--- src/hw/rtl/rtcm3_ftm_pkg.sv ---
// Shared types, constants and functions for the RTCM3 frame type monitor.
package rtcm3_ftm_pkg;

  localparam logic [7:0]  Preamble   = 8'hD3;
  localparam logic [23:0] Crc24qPoly = 24'h864CFB;  // 0x1864CFB without the x^24 term
  localparam int unsigned NumTypes   = 10;

  typedef logic [11:0] msg_type_t;
  typedef logic [NumTypes-1:0] type_mask_t;

  localparam msg_type_t KnownTypes [NumTypes] = '{
    12'd1005, 12'd1074, 12'd1077, 12'd1084, 12'd1087,
    12'd1094, 12'd1097, 12'd1124, 12'd1127, 12'd1230
  };

  typedef enum logic [6:0] {
    PhHunt    = 7'b0000001,
    PhHdr1    = 7'b0000010,
    PhHdr2    = 7'b0000100,
    PhPayload = 7'b0001000,
    PhCrc1    = 7'b0010000,
    PhCrc2    = 7'b0100000,
    PhCrc3    = 7'b1000000
  } phase_e;

  // Per-byte frame outcome passed from the parser to the top level.
  typedef struct packed {
    logic       frame_end;
    logic       crc_good;
    msg_type_t  message_type;
    logic       type_known;
    type_mask_t type_hit;
  } frame_evt_t;

  // CRC-24Q update over one byte, most significant bit first.
  function automatic logic [23:0] crc24q_byte(input logic [23:0] crc_in,
                                              input logic [7:0]  b);
    logic [23:0] c;
    logic        msb;
    c = crc_in ^ {b, 16'h0000};
    for (int k = 0; k < 8; k++) begin
      msb = c[23];
      c   = {c[22:0], 1'b0} ^ (msb ? Crc24qPoly : 24'h000000);
    end
    return c;
  endfunction

  // One-hot match of a message type against the supported list.
  function automatic type_mask_t type_lookup(input msg_type_t t);
    type_mask_t hit;
    hit = '0;
    for (int i = 0; i < NumTypes; i++) begin
      hit[i] = (t == KnownTypes[i]);
    end
    return hit;
  endfunction

endpackage

--- src/hw/rtl/rtcm3_ftm_parser.sv ---
// Byte-serial RTCM3 frame parser with CRC-24Q check and message type extraction.
module rtcm3_ftm_parser (
  input  logic                     clk_i,
  input  logic                     rst_ni,
  input  logic                     step_i,
  input  logic [7:0]               data_byte_i,
  output rtcm3_ftm_pkg::frame_evt_t evt_o
);
  import rtcm3_ftm_pkg::*;

  phase_e      phase_q, phase_d;
  logic [9:0]  len_q, len_d;
  logic [9:0]  count_q, count_d;
  logic [23:0] crc_q, crc_d;
  logic [15:0] rx_q, rx_d;
  msg_type_t   type_q, type_d;

  logic [23:0] crc_upd;
  logic [9:0]  count_inc;
  logic [9:0]  len_full;
  logic        good;
  logic        long_enough;
  type_mask_t  hit;

  assign crc_upd     = crc24q_byte(crc_q, data_byte_i);
  assign count_inc   = count_q + 10'd1;
  assign len_full    = {len_q[9:8], data_byte_i};
  assign good        = ({rx_q, data_byte_i} == crc_q);
  assign long_enough = (len_q >= 10'd2);
  assign hit         = type_lookup(type_q);

  always_comb begin
    phase_d = phase_q;
    len_d   = len_q;
    count_d = count_q;
    crc_d   = crc_q;
    rx_d    = rx_q;
    type_d  = type_q;
    evt_o   = '0;
    case (phase_q)
      PhHdr1: begin
        crc_d   = crc_upd;
        len_d   = {data_byte_i[1:0], 8'h00};
        phase_d = PhHdr2;
      end
      PhHdr2: begin
        crc_d   = crc_upd;
        len_d   = len_full;
        count_d = '0;
        type_d  = '0;
        phase_d = (len_full == 10'd0) ? PhCrc1 : PhPayload;
      end
      PhPayload: begin
        crc_d = crc_upd;
        if (count_q == 10'd0) begin
          type_d = {data_byte_i, 4'h0};
        end else if (count_q == 10'd1) begin
          type_d = {type_q[11:4], data_byte_i[7:4]};
        end
        count_d = count_inc;
        if (count_inc >= len_q) begin
          phase_d = PhCrc1;
        end
      end
      PhCrc1: begin
        rx_d    = {data_byte_i, 8'h00};
        phase_d = PhCrc2;
      end
      PhCrc2: begin
        rx_d    = {rx_q[15:8], data_byte_i};
        phase_d = PhCrc3;
      end
      PhCrc3: begin
        evt_o.frame_end = 1'b1;
        evt_o.crc_good  = good;
        if (long_enough) begin
          evt_o.message_type = type_q;
          evt_o.type_known   = good && (hit != '0);
          evt_o.type_hit     = good ? hit : '0;
        end
        phase_d = PhHunt;
      end
      default: begin
        // Hunting, and any unreachable code, looks for the preamble.
        if (data_byte_i == Preamble) begin
          crc_d   = crc24q_byte(24'h000000, data_byte_i);
          phase_d = PhHdr1;
        end else begin
          phase_d = PhHunt;
        end
      end
    endcase
  end

  always_ff @(posedge clk_i or negedge rst_ni) begin
    if (!rst_ni) begin
      phase_q <= PhHunt;
      len_q   <= '0;
      count_q <= '0;
      crc_q   <= '0;
      rx_q    <= '0;
      type_q  <= '0;
    end else if (step_i) begin
      phase_q <= phase_d;
      len_q   <= len_d;
      count_q <= count_d;
      crc_q   <= crc_d;
      rx_q    <= rx_d;
      type_q  <= type_d;
    end
  end

endmodule

--- src/hw/rtl/rtcm3_frame_type_monitor.sv ---
// Top level of the RTCM3 frame type monitor: handshakes, sticky type mask, result register.
//
// The monitor takes one transfer per clock cycle on its input channel while
// in_ready_o is high, either a stream byte (cmd_i low) or a consume command
// (cmd_i high), and answers every transfer with exactly one result, presented
// from the output register on the cycle after the input transfer. The input
// side stays ready whenever the output register is empty or is being emptied
// in the same cycle, so with a ready consumer a byte enters every cycle; the
// byte-wide CRC-24Q update network and the frame state update are both
// combinational, in front of the parser registers. Each byte
// advances the frame parser: it hunts for the 0xD3 preamble, reads the 10-bit
// payload length, runs CRC-24Q over preamble, header and payload, and on the
// last of the three trailing CRC bytes reports frame_end_o, crc_good_o, the
// 12-bit message type and whether the type is one of the ten supported ones.
// Frames with a bad CRC are skipped whole; hunting resumes after their last
// CRC byte. Supported types seen in good frames set bits of a sticky mask
// (bits 0 to 9 for 1005, 1074, 1077, 1084, 1087, 1094, 1097, 1124, 1127 and
// 1230). A consume command returns the mask as it stood and clears it,
// leaving the parser untouched.
module rtcm3_frame_type_monitor (
  input  logic                      clk_i,
  input  logic                      rst_ni,
  input  logic                      in_valid_i,
  output logic                      in_ready_o,
  input  logic                      cmd_i,
  input  logic [7:0]                data_byte_i,
  output logic                      out_valid_o,
  input  logic                      out_ready_i,
  output rtcm3_ftm_pkg::type_mask_t type_mask_o,
  output logic                      frame_end_o,
  output logic                      crc_good_o,
  output rtcm3_ftm_pkg::msg_type_t  message_type_o,
  output logic                      type_known_o
);
  import rtcm3_ftm_pkg::*;

  logic       in_xfer;
  logic       byte_step;
  frame_evt_t evt;

  type_mask_t mask_q, mask_d;
  logic       out_valid_q, out_valid_d;
  type_mask_t res_mask_q, res_mask_d;
  frame_evt_t res_evt_q, res_evt_d;

  // The input side is free whenever the result register is empty or is
  // handed on in this very cycle, so a stalled consumer costs nothing more.
  assign in_ready_o = !out_valid_q || out_ready_i;
  assign in_xfer    = in_valid_i && in_ready_o;
  assign byte_step  = in_xfer && !cmd_i;

  rtcm3_ftm_parser u_parser (
    .clk_i       (clk_i),
    .rst_ni      (rst_ni),
    .step_i      (byte_step),
    .data_byte_i (data_byte_i),
    .evt_o       (evt)
  );

  always_comb begin
    mask_d      = mask_q;
    res_mask_d  = res_mask_q;
    res_evt_d   = res_evt_q;
    out_valid_d = out_valid_q;
    if (in_xfer) begin
      out_valid_d = 1'b1;
      if (cmd_i) begin
        // Consume: report the mask as it stood, then clear it.
        res_mask_d = mask_q;
        res_evt_d  = '0;
        mask_d     = '0;
      end else begin
        mask_d     = mask_q | evt.type_hit;
        res_mask_d = mask_q | evt.type_hit;
        res_evt_d  = evt;
      end
    end else if (out_ready_i) begin
      out_valid_d = 1'b0;
    end
  end

  always_ff @(posedge clk_i or negedge rst_ni) begin
    if (!rst_ni) begin
      mask_q      <= '0;
      out_valid_q <= 1'b0;
    end else begin
      mask_q      <= mask_d;
      out_valid_q <= out_valid_d;
    end
  end

  // Result payload needs no reset; it is qualified by out_valid_q.
  always_ff @(posedge clk_i) begin
    res_mask_q <= res_mask_d;
    res_evt_q  <= res_evt_d;
  end

  assign out_valid_o    = out_valid_q;
  assign type_mask_o    = res_mask_q;
  assign frame_end_o    = res_evt_q.frame_end;
  assign crc_good_o     = res_evt_q.crc_good;
  assign message_type_o = res_evt_q.message_type;
  assign type_known_o   = res_evt_q.type_known;

endmodule

--- config.mk ---
export PLATFORM = sky130hd
export DESIGN_NAME = rtcm3_frame_type_monitor
export DESIGN_NICKNAME = d
export VERILOG_FILES = /design/src/hw/rtl/rtcm3_ftm_pkg.sv /design/src/hw/rtl/rtcm3_ftm_parser.sv /design/src/hw/rtl/rtcm3_frame_type_monitor.sv
export SDC_FILE = /design/constraint.sdc
export NUM_CORES = 1
export LEC_CHECK = 0
export ABC_AREA = 1
export BUFFER_PORTS_ARGS = -buffer_cell sky130_fd_sc_hd__buf_4
export CAP_MARGIN = 20
export CORE_MARGIN = 3
export CORE_UTILIZATION = 40
export DETAILED_ROUTE_END_ITERATION = 8
export HOLD_SLACK_MARGIN = 0.05
export PLACE_DENSITY = 0.53
export SYNTH_ARGS = -nofsm -noshare
export SYNTH_HDL_FRONTEND = slang
export SYNTH_SLANG_ARGS = --single-unit
--- constraint.sdc ---
create_clock -name clk_i -period 2.8 [get_ports clk_i]
set_input_delay 0.14 -clock clk_i [delete_from_list [all_inputs] [get_ports clk_i]]
set_output_delay 0.14 -clock clk_i [all_outputs]
set_load 0.05 [all_outputs]
==> results by group <==
Logic synthesis
  – Net Count, Synth: 870
  – Most common flop cell mapped by yosys: dfrtp_1
  – FF+latch count, synth: 115
  – Synth Area in Simple Gates: 25.5%
  – Synth async-reset ratio: ~78%
  – Compound-Gate Fraction of Synth Area: between 10 and 15%
  – Synth unique cells: 54
  – Synth warn: 0
  – Main combinational cell family by area after synthesis: simple AND/OR/NAND/NOR gates
  – Post-synthesis sequential area ratio: a little over two fifths
  – Post-synth EDFFs: 25
  – Synth Area in XOR/XNOR: 9.54%
  – Post-synthesis adder-cell area fraction: between 2 and 3%
  – Post-synthesis mux area share: 0%
  – Post-Syn Instances: 842
  – Syn_area_per_cell: approximately 8.5 µm²
  – Cell area after synthesis: approximately 0.007 mm²

Clock network
  – CTS Buf Count: 17
  – Clock root cell: clkbuf_16
  – CTS max path bufs: 2
  – Htree depth: 4
  – CTS tree: built
  – CTS sink count: 115
  – Clock Latency Late Sink: just over 400 ps
  – Clk slew on worst S/H paths: approximately 60 ps

Layout
  – Final #Nets: between 900 and 1000
  – Antenna Diode Count: 0
  – Design Area, Final: ~0.0085 mm²
  – Non-filler cells, final: 1139
  – FILL cells: around 1700
  – Multi-input gate area: around 0.0036 mm²
  – Register area: about 0.003 mm²
  – Final Util: between 40% and 50%
  – Synth-to-Final Area Change: 17.6%
  – Share of cells above drive strength 1: ~20%

Critical path
  – Crit path buf inv count: 2
  – Worst-path maximum fanout: 8
  – Cell depth of the worst flop-to-flop path: 16
  – Crit path kind: flip-flop to flip-flop
  – Crit Reg-Reg Endpoint: u_parser.phase_q[0]$_DFFE_PN1P_
  – Worst EP required: 3130 ps
  – Critical Path, Cell by Cell: nand3_2, nor2_1, nand2_1, nor3_2, nand2_1, nor2_2, xor2_1, inv_1, ha_4, nand2_1, nor2_2, o211ai_1, nand4_1, nand2_2, buf_6, o21ai_0
  – Most frequent cell on the critical path: nand2_1
  – Slowest-stage cell, CP: dfrtp_1
  – Top delay family on crit path: simple AND/OR/NAND/NOR gates
  – RR Startpoint: u_parser.count_q[2]$_DFFE_PN0P_
  – Crit path capture type: flip-flop
  – Worst setup path endpoint: u_parser.phase_q[0]$_DFFE_PN1P_
  – CP arrival: approximately 2900 ps
  – Worst Setup Start Kind: flip-flop
  – WP depth: 16
  – Flop2flop setup slack: between 200 and 250 ps
  – Setup crit start: u_parser.count_q[2]$_DFFE_PN0P_
  – Largest stage delay on the critical path: between 400 and 500 ps

Placement
  – Buffers on Ports: 39
  – Post-placement cell area: ~0.0077 mm²
  – Post-DP HPWL: about 15000 µm
  – Routability congestion estimate: a little over 0.9
  – Post-Place Worst Slack: -5.70 ps
  – Dpl cells: approximately 1100

STA
  – Final hold slack: ~64 ps
  – Setup violations, final: 0
  – Slew HR: between 30% and 40%
  – Final Critical Period: ~2600 ps
  – Tcrit/Tclk final: around 90%
  – Unrepaired setup endpoints after global routing: no
  – Fmax: between 300 and 400 MHz
  – Final-report max-slew violation count: 0
  – Fin Setup TNS: 0 ps
  – Setup slack after layout: about 240 ps
  – Final hold viol count: 0
  – Clk_skew: 5.30 ps
  – Least-Margin Pin Slew: ~950 ps

Routing
  – Drt drc: 0
  – Initial detailed-routing violation count: between 400 and 500
  – Routed length per placed instance: approximately 17 µm
  – Vias per Instance: 5.33
  – Drt total wl: slightly below 20000 µm
  – Antenna Nets Post-Route: 0
  – Vias: between 6000 and 7000
  – Drt pass-1 iters: 5

Pwr
  – Share of total power in the clock network: 26.3%
  – Switch Pwr: 3.45 mW
  – Total power divided by cell area: 988 mW/mm²
  – P_int: 4.90 mW
  – Gate power share: 44.2%
  – Max VDD drop: 498 µV
  – Tot Pwr: between 8 and 9 mW
  – Sequential share of power: just under 30%
  – Sw Ratio: between 40% and 50%
  – Pleak: ~3.9 nW

Global route
  – Total track usage: 20.8%
  – Total gr overflow: 0
  – Vias in the first global route: approximately 6100
  – Largest net degree at the start of global routing: about 70
  – First-pass GRT wire length: around 32000 µm
  – Initial antenna violation count: 0

Die
  – Num ports: 40
  – Core area: 0.0174 mm²
  – Die area: around 0.020 mm²
  – Initial core utilization: between 40 and 50%
  – Die width: 140 µm
  – Num rows: 48
  – Die Height: 140 µm

Flow run
  – Max-cap violations: 0

Outcome
  – Run status: completed

Hold path
  – Hold Startpoint: data_byte_i[1]
  – Hold Path Class: input pin to flip-flop
-- cell type report --
cell class / instances / share of cell area, %
Multi-Input combinational cell: 588 / 43.0
Timing Repair Buffer: 59 / 5.58
Sequential cell: 115 / 35.5
Inverter: 120 / 5.47
Clock inverter: 9 / 1.55
Tap cell: 225 / 3.33
Clock buffer: 23 / 5.53
-- cells by family (layout without fill, tap and decap cells) --
logic type / Yosys count / in the layout
compound gates: 155 / 155
xor+xnor: 74 / 74
fa+ha+maj: 15 / 15
buf+inv: 139 / 211
flops: 115 / 115
simple gates: 344 / 344
-- what timing repair did --
item | 4_1_cts | 5_1_grt
pin swaps | 0 | 5
endpoints found under the setup margin | 4 | 7
hold buffers | 5 | 0
buffers inserted | 0 | 4
endpoints found under the hold margin | 71 | 0
gates resized for setup | 1 | 8
-- placed cells by master, fill, tap and decap left out, types with 6 or more instances in the layout --
master	n
buf_4	52
nand2_1	137
o21ai_0	86
nand2_2	20
o22ai_1	15
o211ai_1	6
nor2_1	48
nor4_1	10
xnor2_1	13
clkbuf_16	17
ha_1	14
inv_2	16
nand3_1	50
edfxtp_1	25
nor2_2	8
nand2_4	15
inv_1	99
a21boi_0	10
dfrtp_1	88
a21oi_1	17
nor3_1	13
nand4_1	10
nand3_2	7
xor2_1	56
-- power groups by stage --
stage / Clock (mW) / Sequential [mW] / Combinational (mW)
after global routing: 2.33 / 2.50 / 4.12
after floorplan: 0 / 2.43 / 2.76
final: 2.20 / 2.46 / 3.69
after global placement: 0 / 2.46 / 3.48
after detailed placement: 0 / 2.47 / 3.56
after CTS: 2.23 / 2.45 / 3.61
-- registers in the layout, indices dropped and copies added, names as in the netlist, 7 cells and up --
register and flops:
u_parser.type_q 12, mask_q 10, u_parser.rx_q 16, u_parser.len_q 10
type_mask_o 10, u_parser.crc_q 24, u_parser.count_q 10, message_type_o 12
u_parser.phase_q 7
-- routing by layer --
metal  GRT usage [%]  share of wire, %
met3            3.86               5.8
met2            32.6                46
met1            29.5                47
met4            6.22               1.8
met5               0                 0
-- how the worst min path moves through the flow --
stage | to | slack, ps | cells past startpoint
finish | u_parser.rx_q[9]$_DFFE_PN0P_ | 60 | 3
global route | u_parser.rx_q[12]$_DFFE_PN0P_ | 80 | 3
CTS | u_parser.rx_q[9]$_DFFE_PN0P_ | 50 | 3
detailed placement | out_valid_o$_DFFE_PN0P_ | 360 | 1
global placement | out_valid_o$_DFFE_PN0P_ | 340 | 1
floorplan | mask_q[0]$_DFFE_PN0P_ | -160 | 0
-- worst min-delay path, delay by kind of cell --
kind,cells,cell delay (ps)
buffers and inverters,1,150
AND/OR/NAND/NOR,2,140
-- cell usage after synthesis, types with 5 or more instances --
master	n	area, µm²
o21ai_0	86	430
buf_2	5	25.0
inv_2	16	60.1
clkbuf_1	6	22.5
dfrtp_1	89	2230
nor3_1	14	70.1
nand3_2	6	60.1
nand3_1	51	255
xnor2_1	13	114
inv_1	99	372
o211ai_1	6	45.0
nand2_1	138	518
nand4_1	10	62.6
nand2_2	19	119
a21oi_1	17	85.1
ha_1	15	188
xor2_1	56	490
a21boi_0	10	75.1
nor2_4	5	56.3
o22ai_1	15	93.8
nor2_2	6	37.5
edfxtp_1	25	751
nand2_4	15	169
nor2_1	50	188
nor4_1	11	68.8
(Power assumes the default switching activity.)
